--- src/dlpl_pkg.sv ---
// Shared types, codes and helpers for the double lo-res picture loader.
package dlpl_pkg;

  localparam int BANK_BYTES    = 1024;
  localparam int ADDR_W        = $clog2(BANK_BYTES);
  localparam int GRID_WIDTH    = 80;
  localparam int GRID_HEIGHT   = 48;
  localparam int ROW_BYTES     = 40;
  localparam int TEXT_ROWS     = 24;
  localparam int COUNT_MAX     = 4095;
  localparam int ROW_COUNT_MAX = 63;

  localparam logic [1:0] CMD_CLEAR = 2'd0;
  localparam logic [1:0] CMD_LOAD  = 2'd1;
  localparam logic [1:0] CMD_READ  = 2'd2;

  localparam logic [1:0] FMT_RAW    = 2'd0;
  localparam logic [1:0] FMT_ROWS   = 2'd1;
  localparam logic [1:0] FMT_PIXMAP = 2'd2;

  localparam logic [1:0] STAT_DONE    = 2'd0;
  localparam logic [1:0] STAT_SKIP    = 2'd1;
  localparam logic [1:0] STAT_IGNORED = 2'd2;

  localparam logic [2:0] REG_FORMAT_MODE    = 3'd0;
  localparam logic [2:0] REG_DOUBLE_WIDTH   = 3'd1;
  localparam logic [2:0] REG_PICTURE_WIDTH  = 3'd2;
  localparam logic [2:0] REG_PICTURE_HEIGHT = 3'd3;
  localparam logic [2:0] REG_RAW_LENGTH     = 3'd4;

  typedef enum logic [2:0] {
    OP_NONE,
    OP_CLEAR,
    OP_WRITE,
    OP_RMW,
    OP_READ
  } op_kind_t;

  // One classified request as handed from front to back.
  typedef struct packed {
    op_kind_t          kind;
    logic              aux;
    logic [ADDR_W-1:0] addr;
    logic [7:0]        data;
    logic              hi;
    logic [1:0]        status;
  } op_t;

  typedef struct packed {
    logic init_sweep;
  } back_status_t;

  // Interleaved text row base: 128 bytes per row within a third, 40 per third.
  function automatic logic [ADDR_W-1:0] text_row_base(input logic [4:0] r);
    logic [ADDR_W-1:0] third;
    case (r[4:3])
      2'd0:    third = '0;
      2'd1:    third = ADDR_W'(ROW_BYTES);
      2'd2:    third = ADDR_W'(2 * ROW_BYTES);
      default: third = ADDR_W'(3 * ROW_BYTES);
    endcase
    return {r[2:0], 7'b0} + third;
  endfunction

endpackage

--- src/dlpl_queue.sv ---
// Small request queue between the front and back ends.
module dlpl_queue #(
  parameter int DEPTH = 2
) (
  input  logic          clk,
  input  logic          rst,
  input  logic          push,
  input  dlpl_pkg::op_t push_op,
  output logic          full,
  input  logic          pop,
  output dlpl_pkg::op_t head,
  output logic          empty
);
  import dlpl_pkg::*;

  localparam int PTR_W = $clog2(DEPTH);
  localparam int CNT_W = $clog2(DEPTH + 1);

  op_t              slots [DEPTH];
  logic [PTR_W-1:0] wr_ptr, rd_ptr;
  logic [CNT_W-1:0] count;

  assign full  = (count == CNT_W'(DEPTH));
  assign empty = (count == '0);
  assign head  = slots[rd_ptr];

  always_ff @(posedge clk) begin
    if (push) slots[wr_ptr] <= push_op;
  end

  always_ff @(posedge clk) begin
    if (rst) begin
      wr_ptr <= '0;
      rd_ptr <= '0;
      count  <= '0;
    end else begin
      if (push) wr_ptr <= (wr_ptr == PTR_W'(DEPTH - 1)) ? '0 : wr_ptr + PTR_W'(1);
      if (pop)  rd_ptr <= (rd_ptr == PTR_W'(DEPTH - 1)) ? '0 : rd_ptr + PTR_W'(1);
      if (push && !pop)      count <= count + CNT_W'(1);
      else if (pop && !push) count <= count - CNT_W'(1);
    end
  end

endmodule

--- config.mk ---
export PLATFORM = sky130hd
export DESIGN_NAME = dlpl_queue
export DESIGN_NICKNAME = d
export VERILOG_FILES = /design/src/dlpl_pkg.sv /design/src/dlpl_queue.sv
export SDC_FILE = /design/constraint.sdc
export NUM_CORES = 1
export LEC_CHECK = 0
export ABC_AREA = 1
export ABC_CLOCK_PERIOD_IN_PS = 2230
export BUFFER_PORTS_ARGS = -buffer_cell sky130_fd_sc_hd__buf_2
export CORE_MARGIN = 5
export CORE_UTILIZATION = 51
export CTS_CLUSTER_SIZE = 30
export DETAILED_ROUTE_END_ITERATION = 6
export GPL_ROUTABILITY_DRIVEN = 0
export PLACE_DENSITY = 0.75
export SLEW_MARGIN = 10
export SYNTH_ARGS = -nofsm -noshare
export SYNTH_HDL_FRONTEND = slang
export SYNTH_SLANG_ARGS = --single-unit
--- constraint.sdc ---
create_clock -name clk -period 2.23 [get_ports clk]
set_input_delay 0.223 -clock clk [delete_from_list [all_inputs] [get_ports clk]]
set_output_delay 0.223 -clock clk [all_outputs]
set_load 0.05 [all_outputs]
==> run_results.csv <==
group,metric,value,unit
status,status,"finished clean",
power_and_ir_drop,p_per_area,841,nW/µm²
sta,setup_violations,0,
global_routing,overflow,0,
setup_path,reg2regPathDepth,3,
clock_network,insertion_delay,290,ps
logic_synthesis,yosys_warnings,0,
floorplanning,num_io_pins,56,
drt,ant_nets,0,
setup_path,path_max_fanout,12,
logic_synthesis,syn_area_per_cell,19.2,µm²
logic_synthesis,syn_inst,111,
final_layout,multi_input_area,452,µm²
sta,finalHoldViolations,0,
sta,finalCriticalPeriod,1680,ps
hold_path,hold_path_class,"input port to register",
logic_synthesis,yosys.area.top_type,"edfxtp_1",
global_routing,grt_max_degree,16,
floorplanning,initial_core_util,53.0,%
logic_synthesis,synth_seq_cells,55,
power_and_ir_drop,ir_worst_vdd,0.578,mV
power_and_ir_drop,p_leak,1.05,nW
global_routing,antenna_found_initial,0,
hold_path,whs_path_depth,1,
clock_network,clk_pin_slew,80,ps
sta,tightest_slew,530,ps
logic_synthesis,synthTopCellsByArea,"edfxtp_1 (70%), mux2_4 (14%), dfxtp_1 (4.7%)",
clock_network,clock_tree.buffer_depth,2,
setup_path,path_buf_inv,2,
setup_path,max_stage_delay,380,ps
setup_path,cp-start-kind,"register",
setup_path,critPathTopFamily,"buffers and inverters",
final_layout,final_nets,205,
sta,fmax,595,MHz
setup_path,cp.required,2010,ps
drt,vias,1097,
global_routing,grt_pass1_wl,5340,µm
final_layout,seq_area,1600,µm²
clock_network,cts_setup_buffers,0,
drt,drc,0,
sta,rsz0062_at_grt,"no",
clock_network,cts.sinks,55,
sta,skew,2.41,ps
drt,wl_per_cell,14.9,µm
setup_path,critical_path_class,"register to output pin",
floorplanning,die_w,74.7,µm
placement,placed_area,2460,µm²
floorplanning,dieArea,5580,µm²
logic_synthesis,synth_fp_nets,141,
final_layout,antenna_cells,0,
floorplanning,die_height,74.7,µm
drt,vias_per_cell,4.85,
placement,io_buffer_count,55,
placement,dp_hpwl,2540,µm
drt,drt_pass1_iterations,4,
setup_path,endpoint_kind,"output pin",
final_layout,fillCellCount,331,
logic_synthesis,synth_area,2140,µm²
clock_network,post_cts_resized,0,
sta,timing.final.crit_share,75.4,%
final_layout,layout_commonest_cell,"buf_2",
sta,final.setup.tns,0,ps
setup_path,arrival,1460,ps
flow_run,max_cap_violations,0,
logic_synthesis,synth_top_area_share,70.3,%
drt,drt_iter0_markers,65,
floorplanning,core-area,4030,µm²
clock_network,cts_buffers,5,
clock_network,htree_levels,2,
logic_synthesis,ys_types,16,
setup_path,crit_slowest_cell,"mux2_2",
drt,drt_wl_total,3380,µm
global_routing,grt_pass1_vias,1177,
final_layout,postLayoutCellArea,2540,µm²
clock_network,cts-hold-fix-buffers,0,
logic_synthesis,yosysSeqAreaShare,75.0,%
sta,slew_headroom,64.7,%
setup_path,critical_path_depth,3,
final_layout,final_cell_mix,"buf_2 (55), edfxtp_1 (50), mux2_4 (20), inv_1 (9), nor2_1 (6)",
clock_network,cts_root_buf,"clkbuf_8",
clock_network,cts_tree,"built",
final_layout,fin_util,63.1,%
final_layout,syn_to_final_growth,19.1,%
floorplanning,num_rows,23,
final_layout,drive_gt1_share,52.3,%
global_routing,grt.total_usage,13.2,%
sta,drv_slew,0,
setup_path,crit_chain,"buf_4 > mux2_2 > buf_2",
## per-layer routing
metal | up-vias | share of wire (%) | global-route usage [%]
met5 | - | 0 | 0
met4 | 0 | 1.0 | 4.74
met3 | 4 | 9.8 | 4.94
met2 | 43 | 49 | 22.9
met1 | 516 | 40 | 14.8
li1 | 534 | - | -
## path summary, 6_finish.rpt
| kind | start | endpoint | slack (ps) |
|---|---|---|---|
| worst max-delay path | register | head[4] | 550 |
| worst min-delay path | push_op[5] | slots[0][5] | 120 |
| worst max register to register | wr_ptr | slots[1][24] | 790 |
| worst min register to register | wr_ptr | wr_ptr | 530 |
## Yosys cell counts, drive strengths merged
cell / instances
inv: 9
nand3: 1
nor2: 7
nor3: 1
o21ai: 1
dfxtp: 5
xnor2: 1
a21oi: 1
buf: 3
nand4: 1
mux2: 25
edfxtp: 50
ha: 1
nand2: 5
## report_power, final
part / switching, mW / leakage [nW] / internal [mW] / total (mW)
registers: 0.0178 / 0.511 / 1.19 / 1.21
clock network: 0.279 / 0.0422 / 0.221 / 0.499
logic: 0.292 / 0.499 / 0.142 / 0.434
## cells by family after synthesis
family / count (synthesis) / share of synthesized area, %
AOI/OAI and AO/OA: 2 / 0.468
muxes: 25 / 16.7
DFF: 55 / 75.0
adders and majority gates: 1 / 0.586
and+or+nand+nor: 15 / 2.87
buffers and inverters: 12 / 3.98
xor gates and xnor gates: 1 / 0.410
## stage by stage
| step | instances | hold slack (ps) | worst slack [ps] | power (mW) |
|---|---|---|---|---|
| global placement | 218 | 412 | 815 | 1.66 |
| detailed placement | 218 | 414 | 750 | 1.67 |
| floorplan | 111 | 295 | 434 | 1.58 |
| CTS | 226 | 105 | 532 | 2.17 |
| finish | 226 | 115 | 550 | 2.14 |
| global route | 226 | 92.8 | 482 | 2.23 |
## sequential cells by signal, indices dropped and copies added (netlist names), named ones only
name / cells
slots: 50
count: 2
rd_ptr: 1
wr_ptr: 1
## area by class of cell
class                   count  area share [%]
multi-input cells          44            17.8
clock buffers               7            3.00
clock inverters             1           0.197
well taps                  50            2.46
inverters                   9            1.33
repair buffers             60            12.3
flip-flops and latches     55            63.0
Note: power is estimated with default switching activity, not from simulation.
