--- config.mk ---
export PLATFORM = sky130hd
export DESIGN_NAME = dlpl_front
export DESIGN_NICKNAME = d
export VERILOG_FILES = /design/src/dlpl_pkg.sv /design/src/dlpl_front.sv
export SDC_FILE = /design/constraint.sdc
export NUM_CORES = 1
export LEC_CHECK = 0
export ABC_CLOCK_PERIOD_IN_PS = 6300
export BUFFER_PORTS_ARGS = -buffer_cell sky130_fd_sc_hd__buf_2
export CAP_MARGIN = 0
export CORE_MARGIN = 2
export CORE_UTILIZATION = 61
export DETAILED_ROUTE_END_ITERATION = 10
export PLACE_DENSITY = 0.82
export RECOVER_POWER = 25
export SYNTH_ARGS = -nofsm -noshare
export SYNTH_HDL_FRONTEND = slang
export SYNTH_SLANG_ARGS = --single-unit
export TNS_END_PERCENT = 100
--- constraint.sdc ---
create_clock -name clk -period 6.3 [get_ports clk]
set_clock_uncertainty 0.1 [all_clocks]
set_input_delay 0.945 -clock clk [delete_from_list [all_inputs] [get_ports clk]]
set_output_delay 0.945 -clock clk [all_outputs]
set_load 0.005 [all_outputs]
--- src/dlpl_pkg.sv ---
// Shared types, codes and helpers for the double lo-res picture loader.
package dlpl_pkg;

  localparam int BANK_BYTES    = 1024;
  localparam int ADDR_W        = $clog2(BANK_BYTES);
  localparam int GRID_WIDTH    = 80;
  localparam int GRID_HEIGHT   = 48;
  localparam int ROW_BYTES     = 40;
  localparam int TEXT_ROWS     = 24;
  localparam int COUNT_MAX     = 4095;
  localparam int ROW_COUNT_MAX = 63;

  localparam logic [1:0] CMD_CLEAR = 2'd0;
  localparam logic [1:0] CMD_LOAD  = 2'd1;
  localparam logic [1:0] CMD_READ  = 2'd2;

  localparam logic [1:0] FMT_RAW    = 2'd0;
  localparam logic [1:0] FMT_ROWS   = 2'd1;
  localparam logic [1:0] FMT_PIXMAP = 2'd2;

  localparam logic [1:0] STAT_DONE    = 2'd0;
  localparam logic [1:0] STAT_SKIP    = 2'd1;
  localparam logic [1:0] STAT_IGNORED = 2'd2;

  localparam logic [2:0] REG_FORMAT_MODE    = 3'd0;
  localparam logic [2:0] REG_DOUBLE_WIDTH   = 3'd1;
  localparam logic [2:0] REG_PICTURE_WIDTH  = 3'd2;
  localparam logic [2:0] REG_PICTURE_HEIGHT = 3'd3;
  localparam logic [2:0] REG_RAW_LENGTH     = 3'd4;

  typedef enum logic [2:0] {
    OP_NONE,
    OP_CLEAR,
    OP_WRITE,
    OP_RMW,
    OP_READ
  } op_kind_t;

  // One classified request as handed from front to back.
  typedef struct packed {
    op_kind_t          kind;
    logic              aux;
    logic [ADDR_W-1:0] addr;
    logic [7:0]        data;
    logic              hi;
    logic [1:0]        status;
  } op_t;

  typedef struct packed {
    logic init_sweep;
  } back_status_t;

  // Interleaved text row base: 128 bytes per row within a third, 40 per third.
  function automatic logic [ADDR_W-1:0] text_row_base(input logic [4:0] r);
    logic [ADDR_W-1:0] third;
    case (r[4:3])
      2'd0:    third = '0;
      2'd1:    third = ADDR_W'(ROW_BYTES);
      2'd2:    third = ADDR_W'(2 * ROW_BYTES);
      default: third = ADDR_W'(3 * ROW_BYTES);
    endcase
    return {r[2:0], 7'b0} + third;
  endfunction

endpackage

--- src/dlpl_front.sv ---
// Front end: config registers, load counters and request classification.
module dlpl_front (
  input  logic                 clk,
  input  logic                 rst,
  input  logic                 cfg_valid,
  output logic                 cfg_ready,
  input  logic [2:0]           cfg_index,
  input  logic [11:0]          cfg_data,
  input  logic                 item_valid,
  output logic                 item_stall,
  input  logic [1:0]           cmd,
  input  logic [7:0]           data_byte,
  input  logic                 read_bank,
  input  logic [9:0]           read_address,
  input  logic                 q_full,
  input  dlpl_pkg::back_status_t back_status,
  output logic                 push,
  output dlpl_pkg::op_t        push_op
);
  import dlpl_pkg::*;

  logic [1:0]  format_mode;
  logic        double_width;
  logic [6:0]  picture_width;
  logic [5:0]  picture_height;
  logic [11:0] raw_length;

  logic [11:0] byte_count, byte_count_next;
  logic [6:0]  column_count, column_count_next;
  logic [6:0]  row_count, row_count_next;
  logic        second_half, second_half_next;

  logic [4:0]  lines_raw, lines;
  logic [6:0]  pix_w;
  logic [5:0]  pix_h;
  logic [10:0] half_len;
  logic [11:0] rel_pos;
  logic [6:0]  c1, r1, c2, r2;
  logic        half_n;
  logic [6:0]  x_pos;
  logic [5:0]  y_pos;

  assign cfg_ready  = 1'b1;
  assign item_stall = q_full || back_status.init_sweep;
  assign push       = item_valid && !item_stall;

  always_ff @(posedge clk) begin
    if (rst) begin
      format_mode    <= FMT_RAW;
      double_width   <= 1'b0;
      picture_width  <= 7'(GRID_WIDTH);
      picture_height <= 6'(GRID_HEIGHT);
      raw_length     <= 12'(BANK_BYTES);
    end else if (cfg_valid && cfg_ready) begin
      case (cfg_index)
        REG_FORMAT_MODE:    format_mode    <= cfg_data[1:0];
        REG_DOUBLE_WIDTH:   double_width   <= cfg_data[0];
        REG_PICTURE_WIDTH:  picture_width  <= cfg_data[6:0];
        REG_PICTURE_HEIGHT: picture_height <= cfg_data[5:0];
        REG_RAW_LENGTH:     raw_length     <= cfg_data;
        default: ;
      endcase
    end
  end

  always_ff @(posedge clk) begin
    if (rst) begin
      byte_count   <= '0;
      column_count <= '0;
      row_count    <= '0;
      second_half  <= 1'b0;
    end else if (push) begin
      byte_count   <= byte_count_next;
      column_count <= column_count_next;
      row_count    <= row_count_next;
      second_half  <= second_half_next;
    end
  end

  always_comb begin
    push_op           = '0;
    push_op.kind      = OP_NONE;
    push_op.status    = STAT_DONE;
    byte_count_next   = byte_count;
    column_count_next = column_count;
    row_count_next    = row_count;
    second_half_next  = second_half;

    lines_raw = picture_height[5:1];
    lines     = (lines_raw > 5'(TEXT_ROWS)) ? 5'(TEXT_ROWS) : lines_raw;
    pix_w     = (picture_width > 7'(GRID_WIDTH)) ? 7'(GRID_WIDTH) : picture_width;
    pix_h     = (picture_height > 6'(GRID_HEIGHT)) ? 6'(GRID_HEIGHT) : picture_height;
    half_len  = raw_length[11:1];
    rel_pos   = byte_count - {1'b0, half_len};
    c1        = column_count;
    r1        = row_count;
    c2        = column_count;
    r2        = row_count;
    half_n    = second_half;
    x_pos     = '0;
    y_pos     = '0;

    case (cmd)
      CMD_CLEAR: begin
        push_op.kind      = OP_CLEAR;
        byte_count_next   = '0;
        column_count_next = '0;
        row_count_next    = '0;
        second_half_next  = 1'b0;
      end
      CMD_LOAD: begin
        case (format_mode)
          FMT_RAW: begin
            push_op.status = STAT_IGNORED;
            push_op.data   = data_byte;
            if (byte_count != 12'(COUNT_MAX)) byte_count_next = byte_count + 12'd1;
            if (raw_length > 12'(BANK_BYTES)) begin
              // split file: first half aux, second half main
              if (byte_count < {1'b0, half_len}) begin
                if (byte_count < 12'(BANK_BYTES)) begin
                  push_op.kind   = OP_WRITE;
                  push_op.aux    = 1'b1;
                  push_op.addr   = byte_count[ADDR_W-1:0];
                  push_op.status = STAT_DONE;
                end
              end else if (byte_count < {half_len, 1'b0}) begin
                if (rel_pos < 12'(BANK_BYTES)) begin
                  push_op.kind   = OP_WRITE;
                  push_op.addr   = rel_pos[ADDR_W-1:0];
                  push_op.status = STAT_DONE;
                end
              end
            end else if (byte_count < raw_length) begin
              push_op.kind   = OP_WRITE;
              push_op.addr   = byte_count[ADDR_W-1:0];
              push_op.status = STAT_DONE;
            end
          end
          FMT_ROWS: begin
            // any row count past the grid acts alike, so it can saturate
            if (column_count >= 7'(ROW_BYTES)) begin
              c1 = '0;
              r1 = (row_count < 7'(ROW_COUNT_MAX)) ? row_count + 7'd1 : row_count;
            end
            if (r1 >= {2'b0, lines} && double_width && !second_half) begin
              half_n = 1'b1;
              r1     = '0;
              c1     = '0;
            end
            column_count_next = c1;
            row_count_next    = r1;
            second_half_next  = half_n;
            if (r1 >= {2'b0, lines}) begin
              push_op.status = STAT_IGNORED;
            end else begin
              push_op.kind = OP_WRITE;
              push_op.aux  = double_width && !half_n;
              push_op.addr = text_row_base(r1[4:0]) + ADDR_W'(c1);
              push_op.data = data_byte;
              c2 = c1 + 7'd1;
              r2 = r1;
              if (c2 >= 7'(ROW_BYTES)) begin
                c2 = '0;
                r2 = r1 + 7'd1;
              end
              column_count_next = c2;
              row_count_next    = r2;
            end
          end
          FMT_PIXMAP: begin
            if (pix_w == 7'd0 || pix_h == 6'd0) begin
              push_op.status = STAT_IGNORED;
            end else begin
              if (column_count >= pix_w) begin
                c1 = '0;
                r1 = (row_count < 7'(ROW_COUNT_MAX)) ? row_count + 7'd1 : row_count;
              end
              column_count_next = c1;
              row_count_next    = r1;
              if (r1 >= {1'b0, pix_h}) begin
                push_op.status = STAT_IGNORED;
              end else begin
                // center on the grid; two pixels per byte column, two rows per byte
                x_pos = ((7'(GRID_WIDTH) - pix_w) >> 1) + c1;
                y_pos = ((6'(GRID_HEIGHT) - pix_h) >> 1) + r1[5:0];
                push_op.addr = text_row_base(y_pos[5:1]) + ADDR_W'(x_pos[6:1]);
                push_op.aux  = !x_pos[0];
                push_op.hi   = y_pos[0];
                push_op.data = {4'b0, data_byte[3:0]};
                if (data_byte[7:4] != 4'd0) begin
                  push_op.kind   = OP_RMW;
                  push_op.status = STAT_DONE;
                end else begin
                  push_op.status = STAT_SKIP;
                end
                c2 = c1 + 7'd1;
                r2 = r1;
                if (c2 >= pix_w) begin
                  c2 = '0;
                  if (r1 < 7'(ROW_COUNT_MAX)) r2 = r1 + 7'd1;
                end
                column_count_next = c2;
                row_count_next    = r2;
              end
            end
          end
          default: push_op.status = STAT_IGNORED;
        endcase
      end
      CMD_READ: begin
        push_op.kind = OP_READ;
        push_op.aux  = read_bank;
        push_op.addr = read_address;
      end
      default: ;
    endcase
  end

endmodule

==> summary.md, run 1 <==
| Metric | Value |
|---|---|
| Die Y-Extent | 110 um |
| TritonCTS Sinks | 55 |
| Peak supply drop | 0.135 mV |
| Wire length after detailed routing | about 22,000 um |
| Setup violation total in the final timing report | 0 |
| Htree depth | 2 |
| Mapped Cells | 927 |
| Final std cell area, no fill | between 7000 and 8000 um^2 |
| Unrepaired setup endpoints after global routing | yes |
| Slew at the pin closest to its max-slew limit | 1.03 ns |
| Fin Setup TNS | 0 ns |
| Power share of the sequential group | approximately half |
| Required @ worst endpoint | around 5.3 ns |
| Cts bufs inserted | 5 |
| Setup crit end kind | output port |
| Startpoint-to-endpoint class of the critical path | reg -> out |
| Cell at the root of the clock tree | sky130_fd_sc_hd__clkbuf_8 |
| Share of power burned in the clock network | 31.7% |
| Run status | finished clean |
| Critical Path AT | between 5 and 6 ns |
| Placed inst area | about 7400 um^2 |
| Worst Hold Class | reg -> reg |
| Share of flip-flops with an asynchronous set or reset | 0% |
| Number of synthesized flops with an enable pin | 0 |
| Share of total power in combinational logic | 19.6% |
| Crit path max-delay cell type | sky130_fd_sc_hd__dfxtp_1 |
| Share of synthesized area occupied by flip-flops and latches | 16.2% |
| Initial antenna violation count | 0 |
| Lkg Pwr | 3.49 nW |
| Maxcap violations | 0 |
| Fraction of layout cells with a size suffix above 1 | 15.6% |
| Area of the die | approximately 12,000 um^2 |
| Pwr/cell area | between 90 and 100 nW/um^2 |
| Layout filler cell count | 922 |
| Synth Area per Inst | 7.35 um^2 |
| Worst slew margin relative to its limit | 31.0% |
| Buffer levels on the longest clock path | 2 |
| Kind of start point of the critical path | flop |
| Area of the core | 10,900 um^2 |
| Clock latency at the later pin of the worst-skew pair | about 0.34 ns |
| Maximum number of pins on one net before global-route repair | 37 |
| Upper clock frequency limit | 164 MHz |
| Post-layout net count | 1,123 |
| Switching Share | 32.6% |
| Number of top-level pins | 70 |
| Power Internal | a little under 500 uW |
| Count of port buffers added during placement | 68 |
| Largest fanout on the critical path | 6 |
| Ys flop type | sky130_fd_sc_hd__dfxtp_1 |
| Number of flip-flops and latches in the synthesized netlist | 55 |
| Multi-input gate area in the final layout | 5450 um^2 |
| Area added between synthesis and finish | 11.8% |
| Minimum clock period after layout | 6.10 ns |
| Post-detailed-route via-to-cell ratio | about 6.5 |
| Count of different cell masters after synthesis | 80 |
| ANT nets after route | 0 |
| Number of failing hold endpoints at the final stage | 0 |
| Average wire per standard cell | 19.0 um |
| Final worst-path cycle share | 96.8% |
| Overflow left after global routing | 0 |
| Post-synthesis instance area | between 6000 and 7000 um^2 |
| Length of the first detailed-routing pass in iterations | 7 |
| Register area | 1110 um^2 |
| Row count | 38 |
| Number of remaining DRC errors | 0 |
| Die width | 110 um |
| Highest-count cells in the layout ignoring fill and taps | sky130_fd_sc_hd__nand2_1, sky130_fd_sc_hd__nor2_1, sky130_fd_sc_hd__ha_1 |
| Largest stage delay on the critical path | 0.34 ns |
| Global-route wire length before repair | 33,800 um |
| Number of buffer and inverter instances along the worst setup path | 5 |
| Clock tree from TritonCTS | built |
| Vias post-DR | 7,396 |
| NetSw | between 200 and 250 uW |
| Synth Warn # | 0 |
| Leading cell type in the layout, fill and taps excluded | sky130_fd_sc_hd__nand2_1 |
| Power consumption | 733 uW |
| Final Max Tran Viols | 0 |
| Initial cell density of the core | a little over three fifths |
| Placed wire-length estimate | 17,000 um |
| Clock-pin slew reported for the worst setup and hold paths after clock tree synthesis | 0.12 ns |
| Overall fraction of global-route tracks in use | ~36% |
| Global placer's final weighted congestion | 1.01 |
| Number of DRC markers in iteration 0 | 1,010 |
| Synthesized netlist net count | 1,055 |
| Worst path top cell family by delay | adder cells |
| Vias in the first global route | 6,731 |
-- synth_stat cells (3+ instances only) --
| cell type | n | area [um^2] |
|---|---|---|
| sky130_fd_sc_hd__nand2_1 | 102 | 383 |
| sky130_fd_sc_hd__nor2_1 | 91 | 342 |
| sky130_fd_sc_hd__ha_1 | 82 | 1030 |
| sky130_fd_sc_hd__inv_1 | 60 | 225 |
| sky130_fd_sc_hd__a21oi_1 | 56 | 280 |
| sky130_fd_sc_hd__dfxtp_1 | 55 | 1100 |
| sky130_fd_sc_hd__o21ai_0 | 46 | 230 |
| sky130_fd_sc_hd__nand3_1 | 29 | 145 |
| sky130_fd_sc_hd__clkbuf_1 | 24 | 90.1 |
| sky130_fd_sc_hd__mux2i_1 | 22 | 220 |
| sky130_fd_sc_hd__xnor2_1 | 22 | 193 |
| sky130_fd_sc_hd__xor2_1 | 22 | 193 |
| sky130_fd_sc_hd__a21o_1 | 21 | 158 |
| sky130_fd_sc_hd__nor3_1 | 20 | 100 |
| sky130_fd_sc_hd__and3_1 | 16 | 100 |
| sky130_fd_sc_hd__nand2b_1 | 16 | 100 |
| sky130_fd_sc_hd__nand4_1 | 16 | 100 |
| sky130_fd_sc_hd__a31oi_1 | 15 | 93.8 |
| sky130_fd_sc_hd__and2_1 | 14 | 87.6 |
| sky130_fd_sc_hd__o21a_1 | 14 | 105 |
| sky130_fd_sc_hd__nor2b_1 | 13 | 81.3 |
| sky130_fd_sc_hd__buf_2 | 9 | 45.0 |
| sky130_fd_sc_hd__nor4_1 | 9 | 56.3 |
| sky130_fd_sc_hd__a221o_1 | 8 | 80.1 |
| sky130_fd_sc_hd__o211ai_1 | 8 | 60.1 |
| sky130_fd_sc_hd__a221oi_1 | 7 | 61.3 |
| sky130_fd_sc_hd__o31ai_1 | 7 | 52.6 |
| sky130_fd_sc_hd__or3_1 | 7 | 43.8 |
| sky130_fd_sc_hd__a211o_1 | 5 | 43.8 |
| sky130_fd_sc_hd__a211oi_1 | 5 | 37.5 |
| sky130_fd_sc_hd__nor3b_1 | 5 | 37.5 |
| sky130_fd_sc_hd__o21ai_1 | 5 | 25.0 |
| sky130_fd_sc_hd__o221ai_1 | 5 | 43.8 |
| sky130_fd_sc_hd__or4_1 | 5 | 37.5 |
| sky130_fd_sc_hd__fa_1 | 4 | 80.1 |
| sky130_fd_sc_hd__a2111o_1 | 3 | 33.8 |
| sky130_fd_sc_hd__a21boi_0 | 3 | 22.5 |
| sky130_fd_sc_hd__a22o_1 | 3 | 26.3 |
| sky130_fd_sc_hd__a31o_2 | 3 | 26.3 |
| sky130_fd_sc_hd__a32o_1 | 3 | 30.0 |
| sky130_fd_sc_hd__nand3b_1 | 3 | 22.5 |
| sky130_fd_sc_hd__o22ai_1 | 3 | 18.8 |
| sky130_fd_sc_hd__o2bb2ai_1 | 3 | 26.3 |
| sky130_fd_sc_hd__o31a_1 | 3 | 26.3 |
| sky130_fd_sc_hd__o32ai_1 | 3 | 26.3 |
-- sequential cells by signal, summed over array words and instances (netlist names) --
| register | count |
|---|---|
| byte_count | 12 |
| column_count | 7 |
| double_width | 1 |
| format_mode | 2 |
| picture_height | 6 |
| picture_width | 7 |
| raw_length | 12 |
| row_count | 7 |
| second_half | 1 |
-- per-layer routing --
metal,vias to the layer above,wire [um],global-route usage [%]
met5,-,0,0
met4,0,599,14.0
met3,67,2310,6.11
met2,437,9400,55.0
met1,3366,9240,50.5
li1,3526,-,-
-- power by group through the flow --
| stage | registers, mW | clock network [mW] | logic [mW] |
|---|---|---|---|
| global placement | 0.365 | 0 | 0.135 |
| global route | 0.358 | 0.244 | 0.158 |
| detailed placement | 0.365 | 0 | 0.137 |
| finish | 0.357 | 0.233 | 0.143 |
| CTS | 0.357 | 0.233 | 0.138 |
| floorplan | 0.363 | 0 | 0.0911 |
-- final cells by class --
cell class	count	area share, %
well taps	140	2.30
clock inverters	3	0.410
inverters	60	2.95
repair buffers	98	7.44
flip-flops and latches	55	14.5
clock buffers	5	0.903
multi-input cells	775	71.4
diodes	1	0.0328
-- worst register-to-register path, delay by kind of cell (launching register included) --
family          cells  cell delay, ns
compound gates      8            1.96
xor+xnor            1            0.15
fa+ha+maj           2            0.45
buf+inv             4            0.54
flops               1            0.42
mux                 1            0.30
simple gates        5            1.15
-- path summary, 6_finish.rpt --
check | startpoint | to | slack (ns) | cells past startpoint
hold reg to reg | raw_length[0] | raw_length[0] | 0.38 | 2
hold / removal | raw_length[0] | raw_length[0] | 0.38 | 2
setup reg to reg | row_count[2] | row_count[0] | 1.16 | 21
setup / recovery | picture_width[5] | push_op[20] | 0.20 | 25
-- timing repair --
item	CTS	global route
setup buffers	1	2
hold buffers	0	0
gates cloned	0	0
resized for setup	2	36
pin swaps	1	6
endpoints found under the setup margin	3	18
-- metrics by stage --
step	std cells	hold WS [ns]	setup slack, ns	util, %
2_1_floorplan	927	0.328	0.538	-
3_3_place_gp	1125	0.350	0.413	67.7
3_5_place_dp	1125	0.352	0.152	67.7
4_1_cts	1134	0.382	0.0260	68.7
5_1_grt	1136	0.405	-0.110	70.0
6_report	1137	0.381	0.201	70.0
-- logic make-up after synthesis --
group | Yosys count | share of synthesized area, %
mux | 25 | 3.76
xor+xnor | 45 | 5.89
fa+ha+maj | 87 | 16.4
other cells | 2 | 0.110
flops | 55 | 16.2
simple gates | 361 | 26.2
buf+inv | 97 | 5.67
compound gates | 255 | 25.8
(Power assumes the default switching activity.)
==> run 2: changes to the inputs <==
Settings changed: ABC_CLOCK_PERIOD_IN_PS 6300 to 5100, CORE_UTILIZATION 61 to 55, PLACE_DENSITY 0.82 to 0.78.
Clock period 6.3 ns to 5.1 ns, I/O delays scaled along.
==> run 2 against run 1 <==
Against the previous run: hold slack gained 0.0020 ns; final cell count grew 16%; routed wire length grew 18%; worst setup slack lost 0.60 ns; die area grew 10%; highest routed layer unchanged; clock power grew 67%; final area grew 25%; register-to-register slack lost 0.90 ns; critical path depth shrank 4; the run now ends with setup timing left; first-iteration DRC count grew 3.1%; largest cell class unchanged; clock-buffer cell count is the same; utilization grew 8.8 points; largest power group unchanged.
==> summary.md, run 2 (synthesis results as in run 1) <==
| Metric | Value |
|---|---|
| Reg2reg start | column_count[3] (was row_count[2]) |
| Worst reg-to-reg path cell count | 23 (was 21) |
| Die Y-Extent | 115 um (was 110 um) |
| Worst path top cell family by delay | compound AO/OA/AOI/OAI gates (was adder cells) |
| Biggest regs | byte_count x12, raw_length x12 (unchanged) |
| Post-layout net count | 1,278 (was 1,123) |
| Wire length after detailed routing | 25,400 um (was 21,500 um) |
| Initial cell density of the core | 56.5% (was 62.6%) |
| Fraction of layout cells with a size suffix above 1 | 34.8% (was 15.6%) |
| Vias in the first global route | 7,613 (was 6,731) |
| Startpoint-to-endpoint class of the critical path | reg -> out (unchanged) |
| Setup crit end kind | output port (unchanged) |
| Highest-count cells in the layout ignoring fill and taps | sky130_fd_sc_hd__buf_4, sky130_fd_sc_hd__nand2_1, sky130_fd_sc_hd__nor2_1 (was sky130_fd_sc_hd__nand2_1, sky130_fd_sc_hd__nor2_1, sky130_fd_sc_hd__ha_1) |
| Maximum number of pins on one net before global-route repair | 37 (unchanged) |
| Final cell count without fillers | 1,319 (was 1,137) |
| Placed inst area | 8350 um^2 (was 7370 um^2) |
| Row count | 40 (was 38) |
| ANT nets after route | 0 (unchanged) |
| Total inserted antenna cells | 0 (was 1) |
| Critical Path AT | 4.63 ns (was 5.05 ns) |
| Placed wire-length estimate | 18,300 um (was 17,000 um) |
| Length of the first detailed-routing pass in iterations | 7 (unchanged) |
| Final std cell area, no fill | 9510 um^2 (was 7620 um^2) |
| Crit path max-delay cell type | sky130_fd_sc_hd__dfxtp_4 (was sky130_fd_sc_hd__dfxtp_1) |
| Die width | 115 um (was 110 um) |
| Overall fraction of global-route tracks in use | 35.9% (was 36.0%) |
| Cts bufs inserted | 5 (unchanged) |
| Htree depth | 2 (unchanged) |
| Hold buffers post-CTS | 0 (unchanged) |
| TritonCTS Sinks | 55 (unchanged) |
| Worst hold stages | 2 (unchanged) |
| Clock latency at the later pin of the worst-skew pair | 0.32 ns (was 0.34 ns) |
| Terminus of the critical flop-to-flop path | row_count[0] (unchanged) |
| Average wire per standard cell | 19.3 um (was 19.0 um) |
| Number of buffer and inverter instances along the worst setup path | 2 (was 5) |
| Clock tree from TritonCTS | built (unchanged) |
| Initial antenna violation count | 0 (unchanged) |
| Global placer's final weighted congestion | 1.06 (was 1.01) |
| Crit-path cells | o21ai_4, nand2_2, ha_4, o21ai_2, a22oi_2, o21a_2, buf_12, a31oi_4, or2_4, ha_4, a21o_1, maj3_2, xor2_4, ha_4, ha_4, o31ai_4, nor3_1, mux2i_1, mux2i_1, a31oi_1, buf_2 |
| Kind of start point of the critical path | flop (unchanged) |
| Post-detailed-route via-to-cell ratio | 6.32 (was 6.50) |
| Maxcap violations | 0 (unchanged) |
| Register-to-register setup slack | 0.26 ns (was 1.16 ns) |
| Setup violation total in the final timing report | 24 (was 0) |
| Area of the die | 13,300 um^2 (was 12,000 um^2) |
| Leading cell type in the layout, fill and taps excluded | sky130_fd_sc_hd__buf_4 (was sky130_fd_sc_hd__nand2_1) |
| Unrepaired setup endpoints after global routing | yes (unchanged) |
| Clock-pin slew reported for the worst setup and hold paths after clock tree synthesis | 0.09 ns (was 0.12 ns) |
| Worst slew margin relative to its limit | 37.3% (was 31.0%) |
| Largest stage delay on the critical path | 0.36 ns (was 0.34 ns) |
| Required @ worst endpoint | 4.24 ns (was 5.25 ns) |
| Vias post-DR | 8,330 (was 7,396) |
| Power consumption | 1.04 mW (was 733 uW) |
| Count of port buffers added during placement | 68 (unchanged) |
| Number of DRC markers in iteration 0 | 1,041 (was 1,010) |
| Pwr/cell area | 109 nW/um^2 (was 96.2 nW/um^2) |
| Global-route wire length before repair | 37,900 um (was 33,800 um) |
| Area of the core | 12,100 um^2 (was 10,900 um^2) |
| Number of top-level pins | 70 (unchanged) |
| Final worst-path cycle share | 108% |
| Worst hold start | raw_length[3] (was raw_length[0]) |
| Fin worst setup slack | -0.397 ns (was 0.201 ns) |
| Upper clock frequency limit | ~180 MHz |
| Area added between synthesis and finish | 39.5% (was 11.8%) |
| Sink of the worst hold path | raw_length[3] (was raw_length[0]) |
| Number of failing hold endpoints at the final stage | 0 (unchanged) |
| Final Max Tran Viols | 0 (unchanged) |
| Number of remaining DRC errors | 0 (unchanged) |
| Peak supply drop | 0.252 mV (was 0.135 mV) |
| Largest fanout on the critical path | 6 (unchanged) |
| Failing checks | setup timing |
| Minimum clock period after layout | 5.50 ns |
| Buffer levels on the longest clock path | 2 (unchanged) |
| Slew at the pin closest to its max-slew limit | 0.938 ns (was 1.03 ns) |
| Worst Hold Class | reg -> reg (unchanged) |
| Cell at the root of the clock tree | sky130_fd_sc_hd__clkbuf_16 (was sky130_fd_sc_hd__clkbuf_8) |
| Lkg Pwr | 4.36 nW (was 3.49 nW) |
| Run status | finished, violations left (was finished clean) |
| Overflow left after global routing | 0 (unchanged) |
| Worst Setup Slack post-DPL | -0.258 ns (was 0.152 ns) |
| Cell with the most instances on the worst path | sky130_fd_sc_hd__ha_4 |
| Number of placed cells counting well taps | 1,267 (was 1,125) |
run 2: worst max path at each step:
stage                startpoint     endpoint  slack (ns)  depth (start not counted)
6_report       picture_width[4]  push_op[20]       -0.40                         21
5_1_grt        picture_width[4]  push_op[20]       -0.58                         22
4_1_cts        picture_width[4]  push_op[20]       -0.36                         26
3_5_place_dp    column_count[4]  push_op[12]       -0.26                         22
3_3_place_gp   picture_width[5]  push_op[20]       -0.23                         24
2_1_floorplan  picture_width[5]  push_op[16]      0.0006                         24
run 2: layout make-up:
class / count / area, um^2
multi-input cells: 775 / 5980
fillers: 781 / 2550
repair buffers: 253 / 1810
flip-flops and latches: 55 / 1120
inverters: 60 / 225
well taps: 168 / 210
clock buffers: 5 / 125
clock inverters: 3 / 31.3
run 2: what timing repair did:
item / in CTS / in global routing
pin swaps: 63 / 40
setup buffers: 31 / 19
resized for setup: 104 / 60
setup endpoints to repair: 21 / 24
cloned: 0 / 0
run 2: stage by stage:
stage	hold slack [ns]	setup TNS, ns	utilization, %
floorplan	0.328	0	-
CTS	0.384	-2.09	75.9
finish	0.383	-3.81	78.8
detailed placement	0.361	-1.56	69.2
global route	0.409	-7.57	78.8
global placement	0.338	-0.864	69.2
run 2: tightest hold or removal path: cells and delay by family (launching register included):
family,cells,cell delay (ns)
DFF,1,0.33
and+or+nand+nor,1,0.06
AOI/OAI and AO/OA,1,0.05
run 2: power by group:
part	internal, mW	leakage, nW	switching, mW
registers	0.432	0.449	0.00624
clock network	0.192	0.0782	0.196
logic	0.0870	3.83	0.124
run 2: metal layers:
layer / share of wire (%) / vias to the layer above / global-route usage (%)
met3: 9.8 / 128 / 5.17
li1: - / 3830 / -
met2: 45 / 542 / 58.6
met1: 40 / 3830 / 48.0
met5: 0 / - / 0
met4: 4.9 / 0 / 14.0
